===== config.mk =====
export PLATFORM = sky130hd
export DESIGN_NAME = wrm_ctrl
export DESIGN_NICKNAME = d
export VERILOG_FILES = /design/src/rtl/wrm_pkg.sv /design/src/rtl/wrm_ctrl.sv
export SDC_FILE = /design/constraint.sdc
export NUM_CORES = 1
export LEC_CHECK = 0
export ABC_CLOCK_PERIOD_IN_PS = 1600
export BUFFER_PORTS_ARGS = -buffer_cell sky130_fd_sc_hd__buf_2
export CAP_MARGIN = 20
export CORE_AREA = 3 3 40 42
export CTS_CLUSTER_SIZE = 40
export DETAILED_ROUTE_END_ITERATION = 8
export DIE_AREA = 0 0 43 45
export PLACE_DENSITY_LB_ADDON = 0.05
export SYNTH_ARGS = -nofsm -noshare
export SYNTH_HDL_FRONTEND = slang
export SYNTH_SLANG_ARGS = --single-unit

===== constraint.sdc =====
create_clock -name i_clk -period 1.6 [get_ports i_clk]
set_input_delay 0.32 -clock i_clk [delete_from_list [all_inputs] [get_ports i_clk]]
set_output_delay 0.32 -clock i_clk [all_outputs]
set_load 0.01 [all_outputs]

===== src/rtl/wrm_pkg.sv =====
// shared types and constants for the weighted rank record matcher
// no dependencies; used by the interfaces, controller, datapath and top level
`default_nettype none

package wrm_pkg;

    localparam int unsigned QUEUE_DEPTH_DEF = 32;
    localparam int unsigned MAX_RESULTS     = 32;
    localparam int unsigned PAIR_W          = $clog2(MAX_RESULTS + 1);

    localparam int unsigned CMD_W    = 2;
    localparam int unsigned ID_W     = 31;
    localparam int unsigned WEIGHT_W = 32;
    localparam int unsigned RANK_W   = 32;
    localparam int unsigned STATUS_W = 2;

    typedef enum logic [CMD_W-1:0] {
        CMD_A       = 2'd0,
        CMD_B       = 2'd1,
        CMD_RESTART = 2'd2,
        CMD_NONE    = 2'd3
    } t_cmd;

    typedef enum logic [STATUS_W-1:0] {
        STS_MATCH = 2'd0,
        STS_FULL  = 2'd1,
        STS_DONE  = 2'd2
    } t_status;

    typedef struct packed {
        logic [CMD_W-1:0]    cmd;
        logic [ID_W-1:0]     record_id;
        logic [WEIGHT_W-1:0] record_weight;
        logic [RANK_W-1:0]   record_rank;
        logic                record_last;
    } t_rec;

    typedef struct packed {
        logic [STATUS_W-1:0] status;
        logic [ID_W-1:0]     id_a;
        logic [ID_W-1:0]     id_b;
        logic [WEIGHT_W-1:0] pair_weight;
        logic [RANK_W-1:0]   rank_a;
        logic [RANK_W-1:0]   rank_b;
        logic                final_pair;
    } t_res;

    typedef struct packed {
        logic [ID_W-1:0]     id;
        logic [WEIGHT_W-1:0] weight;
        logic [RANK_W-1:0]   rank;
        logic                last;
    } t_entry;

    // controller to datapath
    typedef struct packed {
        logic accept;
        logic emit;
    } t_ctl;

    // datapath to controller
    typedef struct packed {
        logic will_queue;
        logic can_match;
        logic out_free;
    } t_stat;

endpackage

`default_nettype wire


===== src/rtl/wrm_ctrl.sv =====
// controller: sequences record acceptance, head reads and the match loop
// depends on wrm_pkg; drives the datapath through t_ctl, watches t_stat
`default_nettype none

module wrm_ctrl (
    input  wire logic          i_clk,
    input  wire logic          i_rst_n,
    input  wire logic          i_in_valid,
    output logic               o_in_ready,
    input  wire wrm_pkg::t_stat i_stat,
    output wrm_pkg::t_ctl      o_ctl
);
    import wrm_pkg::*;

    typedef enum logic [1:0] {
        S_IDLE,
        S_WAIT,
        S_MATCH
    } t_state;

    t_state r_state;
    t_state n_state;

    always_comb begin
        n_state    = r_state;
        o_ctl      = '0;
        o_in_ready = (r_state == S_IDLE) && i_stat.out_free;
        case (r_state)
            S_IDLE: begin
                o_ctl.accept = o_in_ready && i_in_valid;
                if (o_ctl.accept && i_stat.will_queue) begin
                    n_state = S_WAIT;
                end
            end
            S_WAIT: begin
                // head entries come out of the queue memories
                n_state = S_MATCH;
            end
            S_MATCH: begin
                if (!i_stat.can_match) begin
                    n_state = S_IDLE;
                end else if (i_stat.out_free) begin
                    o_ctl.emit = 1'b1;
                    n_state    = S_WAIT;
                end
            end
            default: begin
                n_state = S_IDLE;
            end
        endcase
    end

    always_ff @(posedge i_clk) begin
        if (!i_rst_n) begin
            r_state <= S_IDLE;
        end else begin
            r_state <= n_state;
        end
    end

endmodule

`default_nettype wire


; ---- Yosys cells after proc, flatten, opt, wreduce, memory -nomap -nowiden
; Index checks and enable logic that the tools add are counted.
[word_totals]
reg_bits = 2
inputBits = 6
[classes]
n_eq_ne = 4
muxes = 8
n_reduce_logical = 5
[op_table]
columns = cell, n
row1 = $mux 2, 3
row2 = $pmux 2 s3, 1
row3 = $mux 1, 4
row4 = $logic_and 1x1->1, 3
row5 = $ne 3x3->1 const B, 1
row6 = $eq 2x1->1 const B, 1
row7 = $eq 2x2->1 const B, 1
row8 = $logic_not 2->1, 1
row9 = $ne 2x1->1 const B, 1
row10 = $reduce_and 2->1, 1

; ---- Logic depth before layout (Yosys ltp)
; Gate-level depths: netlist of the first run.
[logic_depth]
depth_word = 6
depth_mapped = 2

; ---- Least setup slack after synthesis of the first run
; No wires, ideal clock.
[synth_path]
kind = register -> output
startpoint = register r_state[0]
endpoint = output o_ctl[1] (netlist name)
t_arrival_ps = 803
setup_slack_ps = 477
stages_incl_launch_ff = 3
n_path_buf = 0
cell_sequence = dfxtp_1 -> nand2b_1 -> nor3b_1
[synth_lines]
columns = element, line_no
row1 = from (decl), wrm_ctrl.sv:21  ; t_state r_state;
row2 = from (signal assigned), wrm_ctrl.sv:57  ; r_state <= n_state;
row3 = to (decl), wrm_ctrl.sv:11  ; output wrm_pkg::t_ctl o_ctl

==> results of run 1 <==
-- per-layer routing --
| metal | GRT usage [%] | part of all wire (%) | up-vias |
|---|---|---|---|
| met5 | 0 | 0 | - |
| met4 | 5.42 | 1.8 | 0 |
| met3 | 6.37 | 18 | 2 |
| met2 | 5.39 | 47 | 5 |
| met1 | 2.39 | 33 | 60 |
| li1 | - | - | 67 |
-- placed cells by master (no fill, tap or decap), drive strengths merged --
cell,Yosys,layout
buf,0,8
inv,1,1
dfxtp,2,2
and4bb,1,1
o21a,1,1
clkbuf,0,3
a211oi,1,1
and2b,1,1
nand2b,1,1
nand3b,1,1
nor3b,1,1
nand2,1,1
nor2,2,2
-- kinds of logic (layout without fill, tap and decap cells) --
| kind of cell | after synthesis | in the layout | share of synthesized area [%] |
|---|---|---|---|
| AOI/OAI and AO/OA | 2 | 2 | 13.5 |
| buffers and inverters | 1 | 12 | 3.37 |
| DFF | 2 | 2 | 36.0 |
| and+or+nand+nor | 8 | 8 | 47.2 |
-- power by group --
part           switching, mW  internal (mW)  leakage [nW]
clock network         0.0270         0.0826        0.0138
registers            0.00106         0.0516        0.0162
logic                0.00908         0.0108        0.0673
total                 0.0371          0.145        0.0973
-- final timing paths --
kind | from | to | slack, ns | cells past startpoint
setup / recovery | r_state[0] | o_ctl[1] | 0.22 | 3
hold / removal | i_rst_n | r_state[1] | 0.32 | 2
setup reg to reg | r_state[1] | r_state[1] | 0.74 | 2
hold reg to reg | r_state[1] | r_state[0] | 0.56 | 2
-- final cells by class --
type | instances | area share (%)
multi-input cells | 10 | 35.1
flip-flops and latches | 2 | 20.8
repair buffers | 8 | 20.8
clock buffers | 3 | 11.7
well taps | 15 | 9.74
inverters | 1 | 1.95
-- worst reg2reg max path, cell delays in order, from the launching register on --
cell	delay (ns)
dfxtp_1	0.39
and2b_1	0.20
o21a_1	0.16
-- stage by stage --
stage / utilization (%) / power (mW) / area (µm²)
finish: 15.0 / 0.182 / 193
global route: 15.0 / 0.198 / 193
CTS: 15.0 / 0.191 / 193
detailed placement: 13.2 / 0.0737 / 170
global placement: 13.2 / 0.0741 / 170
floorplan: - / 0.0623 / 111
==> summary.txt, run 1 <==
Clock network
  – Num CTS Buffers: 3
  – Skew-Pair Late Insertion Delay: 0.22 ns
  – Clk sink count: 2
  – Setup Buffers After CTS: 0
  – CTS Buffer Depth: 2
  – Root cell of the clock tree: clkbuf_4
  – Clk slew on worst S/H paths: 0.03 ns
  – Hold_buf cts: 0
  – TritonCTS clock tree: done
  – H-Tree Level Count: 1
  – Post-CTS resize count: 0

Global route
  – GRT Total Usage: 4.40%
  – Largest net degree at the start of global routing: 7
  – GRT Residual Overflow: 0
  – Initial antenna violation count: 0
  – Wire length of the first global-routing pass: 517 µm
  – Vias in the first global route: 147

Power and ir drop
  – VDD IR max: 0.147 mV
  – Lkg Pwr: 0.0973 nW
  – Pwr per Cell Area: 945 nW/µm²

Floorplan
  – Starting Density: 8.67%
  – Die Wd: 43 µm
  – Die H: 45 µm
  – Std-Cell Core Area: 1280 µm²
  – IO Count: 9
  – DIE AREA: 1940 µm²
  – Core Rows: 13

Route
  – Vias: 134
  – Final ANT Viol Nets: 0
  – Wire per inst: 8.62 µm
  – First-pass DRT Iterations: 1
  – DRT iter0 DRCs: 0
  – Final wirelength: 336 µm
  – Residual DRC: 0
  – Post-DR vias/cell: 3.44

Layout
  – Reg area: 40.0 µm²
  – Area Overhead vs Synth: 73.0%
  – Max reg flops: 2
  – # fillers: 156
  – Top Registers: r_state: 2 flops
  – Layout cells sized above 1: 45.8%
  – Non-filler instance count after layout: 39
  – N_diodes: 0
  – Multi-input gate area: 67.6 µm²
  – Final net count: 32
  – Largest Register: r_state

Timing
  – Least-Margin Pin Slew: 0.200 ns
  – Final min period: 1.38 ns
  – Hold Violations, Final: 0
  – Setup Viol. Count Final: 0
  – Final clock skew: 0.000150 ns
  – Hold_ws: 0.323 ns
  – Slew headroom: 86.6%
  – Achievable Freq: 725 MHz
  – RSZ-0062 raised after global routing: no
  – Worst setup margin: 0.220 ns
  – Slew Limit Fails: 0
  – Final period util: 86.2%
  – Final TNS setup: 0 ns

Critical path
  – Critical Path AT: 1.06 ns
  – Critical Path Source Type: register
  – Worst path top cell family by delay: simple AND/OR/NAND/NOR gates
  – CP max stage delay: 0.30 ns
  – Worst EP required: 1.28 ns
  – Crit path cell chain: nand2b_1 -> nor3b_1 -> buf_2
  – Slowest cell on the critical path: dfxtp_1
  – WS Path Type: register to primary output
  – CP Capture Type: primary output
  – Crit path buf inv count: 1
  – Crit Path Max Fanout: 4

Logic synthesis
  – Avg Inst Size Synth: 8.57 µm²
  – Synthesized flop and latch total: 2
  – Top post-synthesis cells by area: dfxtp_1 (36%), and4bb_1 (11%), a211oi_1 (6.7%), and2b_1 (6.7%), nand3b_1 (6.7%)
  – Top cell type's share of synthesized area: 36.0%
  – Main synth FF type: dfxtp_1
  – EDFF count, synth: 0
  – Area of the mapped netlist: 111 µm²
  – Sequential area share after synthesis: 36.0%
  – Area leader, netlist: dfxtp_1
  – Synth cell count leaders: dfxtp_1 (2), nor2_1 (2)
  – Distinct cells, synth: 11
  – Async SR Flop Fraction: 0%
  – Cells after synthesis: 13
  – Synth Warn #: 0
  – Syn Nets: 19

Status
  – Outcome: completed

Placement
  – DP Worst Slack: 0.408 ns
  – Placer Congestion: 0.589
  – Placed cells: 36
  – Port buffer count: 8
  – Hpwl dp: 264 µm

Run
  – Max Cap Violations: 0

Min path
  – Hold Crit Class: input port to register
(Power assumes the default switching activity.)
==> run 2: changes to the inputs <==
Settings changed: CORE_AREA 3 3 40 42 to 2 2 39 41, DIE_AREA 0 0 43 45 to 0 0 41 43.
==> summary.txt, run 2 (synthesized netlist as in run 1, its figures left out) <==
Min path
  – Hold Crit Class: input port to register (unchanged)
  – Hold depth: 2 (unchanged)
  – Hold Path End: r_state[1] (unchanged)
  – Worst hold start: i_rst_n (unchanged)

Clock network
  – Num CTS Buffers: 3 (unchanged)
  – H-Tree Level Count: 1 (unchanged)
  – Hold_buf cts: 0 (unchanged)
  – Setup Buffers After CTS: 0 (unchanged)
  – TritonCTS clock tree: done (unchanged)
  – Clk sink count: 2 (unchanged)
  – Root cell of the clock tree: clkbuf_4 (unchanged)
  – Post-CTS resize count: 0 (unchanged)
  – Skew-Pair Late Insertion Delay: 0.22 ns (about the same)
  – CTS Buffer Depth: 2 (unchanged)
  – Clk slew on worst S/H paths: 0.03 ns (about the same)

Critical path
  – Crit Path Max Fanout: 4 (unchanged)
  – Worst-case reg-to-reg path depth: 2 (unchanged)
  – Worst EP required: 1.28 ns (about the same)
  – CP max stage delay: 0.30 ns (about the same)
  – Worst r2r src: r_state[1] (unchanged)
  – R2R Setup Slk: 0.73 ns (was 0.74 ns)
  – Crit path cell chain: nand2b_1 -> nor3b_1 -> buf_2 (unchanged)
  – Worst path top cell family by delay: simple AND/OR/NAND/NOR gates (unchanged)
  – Slowest cell on the critical path: dfxtp_1 (unchanged)
  – Critical Path Source Type: register (unchanged)
  – WS Path Type: register to primary output (unchanged)
  – Crit path buf inv count: 1 (unchanged)
  – CP Capture Type: primary output (unchanged)
  – Reg2reg end: r_state[1] (unchanged)
  – Critical Path AT: 1.07 ns (was 1.06 ns)

Timing
  – Achievable Freq: 720 MHz (was 725 MHz)
  – Final TNS setup: 0 ns (unchanged)
  – Final period util: 86.8% (was 86.2%)
  – Slew Limit Fails: 0 (unchanged)
  – Hold Violations, Final: 0 (unchanged)
  – Final clock skew: 0.00459 ns (was 0.000150 ns)
  – Final min period: 1.39 ns (was 1.38 ns)
  – Least-Margin Pin Slew: 0.183 ns (was 0.200 ns)
  – RSZ-0062 raised after global routing: no (unchanged)
  – Setup Viol. Count Final: 0 (unchanged)
  – Slew headroom: 87.8% (was 86.6%)

Route
  – Final ANT Viol Nets: 0 (unchanged)
  – Vias: 124 (was 134)
  – First-pass DRT Iterations: 2 (was 1)
  – Residual DRC: 0 (unchanged)
  – Final wirelength: 296 µm (was 336 µm)
  – DRT iter0 DRCs: 4 (was 0)
  – Wire per inst: 7.40 µm (was 8.62 µm)
  – Post-DR vias/cell: 3.10 (was 3.44)

Layout
  – # fillers: 173 (was 156)
  – Multi-input gate area: 67.6 µm² (unchanged)
  – N_diodes: 0 (unchanged)
  – Largest Register: r_state (unchanged)
  – Layout cells sized above 1: 45.8% (unchanged)
  – Area Overhead vs Synth: 74.2% (was 73.0%)
  – Top Registers: r_state: 2 flops (unchanged)
  – Final net count: 32 (unchanged)
  – Reg area: 40.0 µm² (unchanged)
  – Max reg flops: 2 (unchanged)
  – Most common cell after layout, fill and taps aside: buf_2 (unchanged)
  – Most frequent cells in the layout: buf_2 (8), clkbuf_4 (3), nor2_1 (2), dfxtp_1 (2) (unchanged)

Placement
  – Hpwl dp: 236 µm (was 264 µm)
  – Port buffer count: 8 (unchanged)
  – Placer Congestion: 0.505 (was 0.589)

Power and ir drop
  – Comb power frac: 10.8% (was 10.9%)
  – Pwr per Cell Area: 943 nW/µm² (was 945 nW/µm²)
  – Pint: 0.145 mW (about the same)
  – Seq pwr share: 28.8% (was 28.9%)
  – Clk network pwr share: 60.4% (was 60.2%)
  – VDD IR max: 0.269 mV (was 0.147 mV)
  – Sw Share: 20.7% (was 20.4%)
  – Switch Pwr: 0.0379 mW (was 0.0371 mW)
  – Lkg Pwr: 0.0973 nW (unchanged)
  – Tot Pwr: 0.183 mW (was 0.182 mW)

Floorplan
  – Core Rows: 14 (was 13)
  – Die H: 43 µm (was 45 µm)
  – Starting Density: 8.05% (was 8.67%)
  – Die Wd: 41 µm (was 43 µm)
  – Std-Cell Core Area: 1380 µm² (was 1280 µm²)
  – IO Count: 9 (unchanged)
  – DIE AREA: 1760 µm² (was 1940 µm²)

Global route
  – GRT Total Usage: 5.01% (was 4.40%)
  – Met2 global-route usage: 5.31% (was 5.39%)
  – Global Route met1 Usage: 4.79% (was 2.39%)
  – GR peak layer: met3 (unchanged)
  – Met3 GRT Util: 7.85% (was 6.37%)
  – Largest net degree at the start of global routing: 7 (unchanged)
  – Vias in the first global route: 130 (was 147)
  – Wire length of the first global-routing pass: 489 µm (was 517 µm)
  – GRT Residual Overflow: 0 (unchanged)
  – Initial antenna violation count: 0 (unchanged)

Run
  – Max Cap Violations: 0 (unchanged)

Status
  – Outcome: completed (unchanged)
-- run 2: final cells by class --
cell class / count / share of cell area [%]
Clock buffer: 3 / 11.6
Inverter: 1 / 1.94
Multi-Input combinational cell: 10 / 34.8
Sequential cell: 2 / 20.6
Tap cell: 16 / 10.3
Timing Repair Buffer: 8 / 20.6
-- run 2: worst register-to-register path: stages, from the launching register on --
cell	delay, ns
dfxtp_1	0.40
and2b_1	0.20
o21a_1	0.16
-- run 2: metrics by stage --
step                      setup WS, ns  cells  util, %  hold WS, ns  instance area (µm²)
final                            0.211     40     14.0        0.326                  194
after global routing             0.119     40     14.0        0.333                  194
after CTS                        0.186     40     14.0        0.322                  194
after detailed placement         0.410     37     12.4        0.549                  171
after global placement           0.418     37     12.4        0.567                  171
after floorplan                  0.477     13        -        0.437                  111
-- run 2: per-layer routing --
| layer | share of wire (%) | wire length (µm) |
|---|---|---|
| met1 | 39 | 114 |
| met4 | 0 | 0 |
| met3 | 19 | 55 |
| met5 | 0 | 0 |
| met2 | 43 | 126 |
-- run 2: power by group through the flow --
| stage | combinational, mW | clock [mW] | sequential [mW] |
|---|---|---|---|
| 2_1_floorplan | 0.00930 | 0 | 0.0530 |
| 3_3_place_gp | 0.0204 | 0 | 0.0535 |
| 3_5_place_dp | 0.0203 | 0 | 0.0534 |
| 4_1_cts | 0.0204 | 0.116 | 0.0527 |
| 5_1_grt | 0.0221 | 0.124 | 0.0529 |
| 6_report | 0.0198 | 0.110 | 0.0527 |
-- run 2: worst max path at each step --
stage	startpoint	to	slack, ns	cells past startpoint
finish	r_state[0]	o_ctl[1]	0.21	3
global route	r_state[0]	o_ctl[1]	0.12	3
CTS	r_state[0]	o_ctl[1]	0.19	3
detailed placement	i_stat[0]	o_ctl[1]	0.41	4
global placement	i_stat[0]	o_ctl[1]	0.42	4
floorplan	r_state[0]	o_ctl[1]	0.48	2
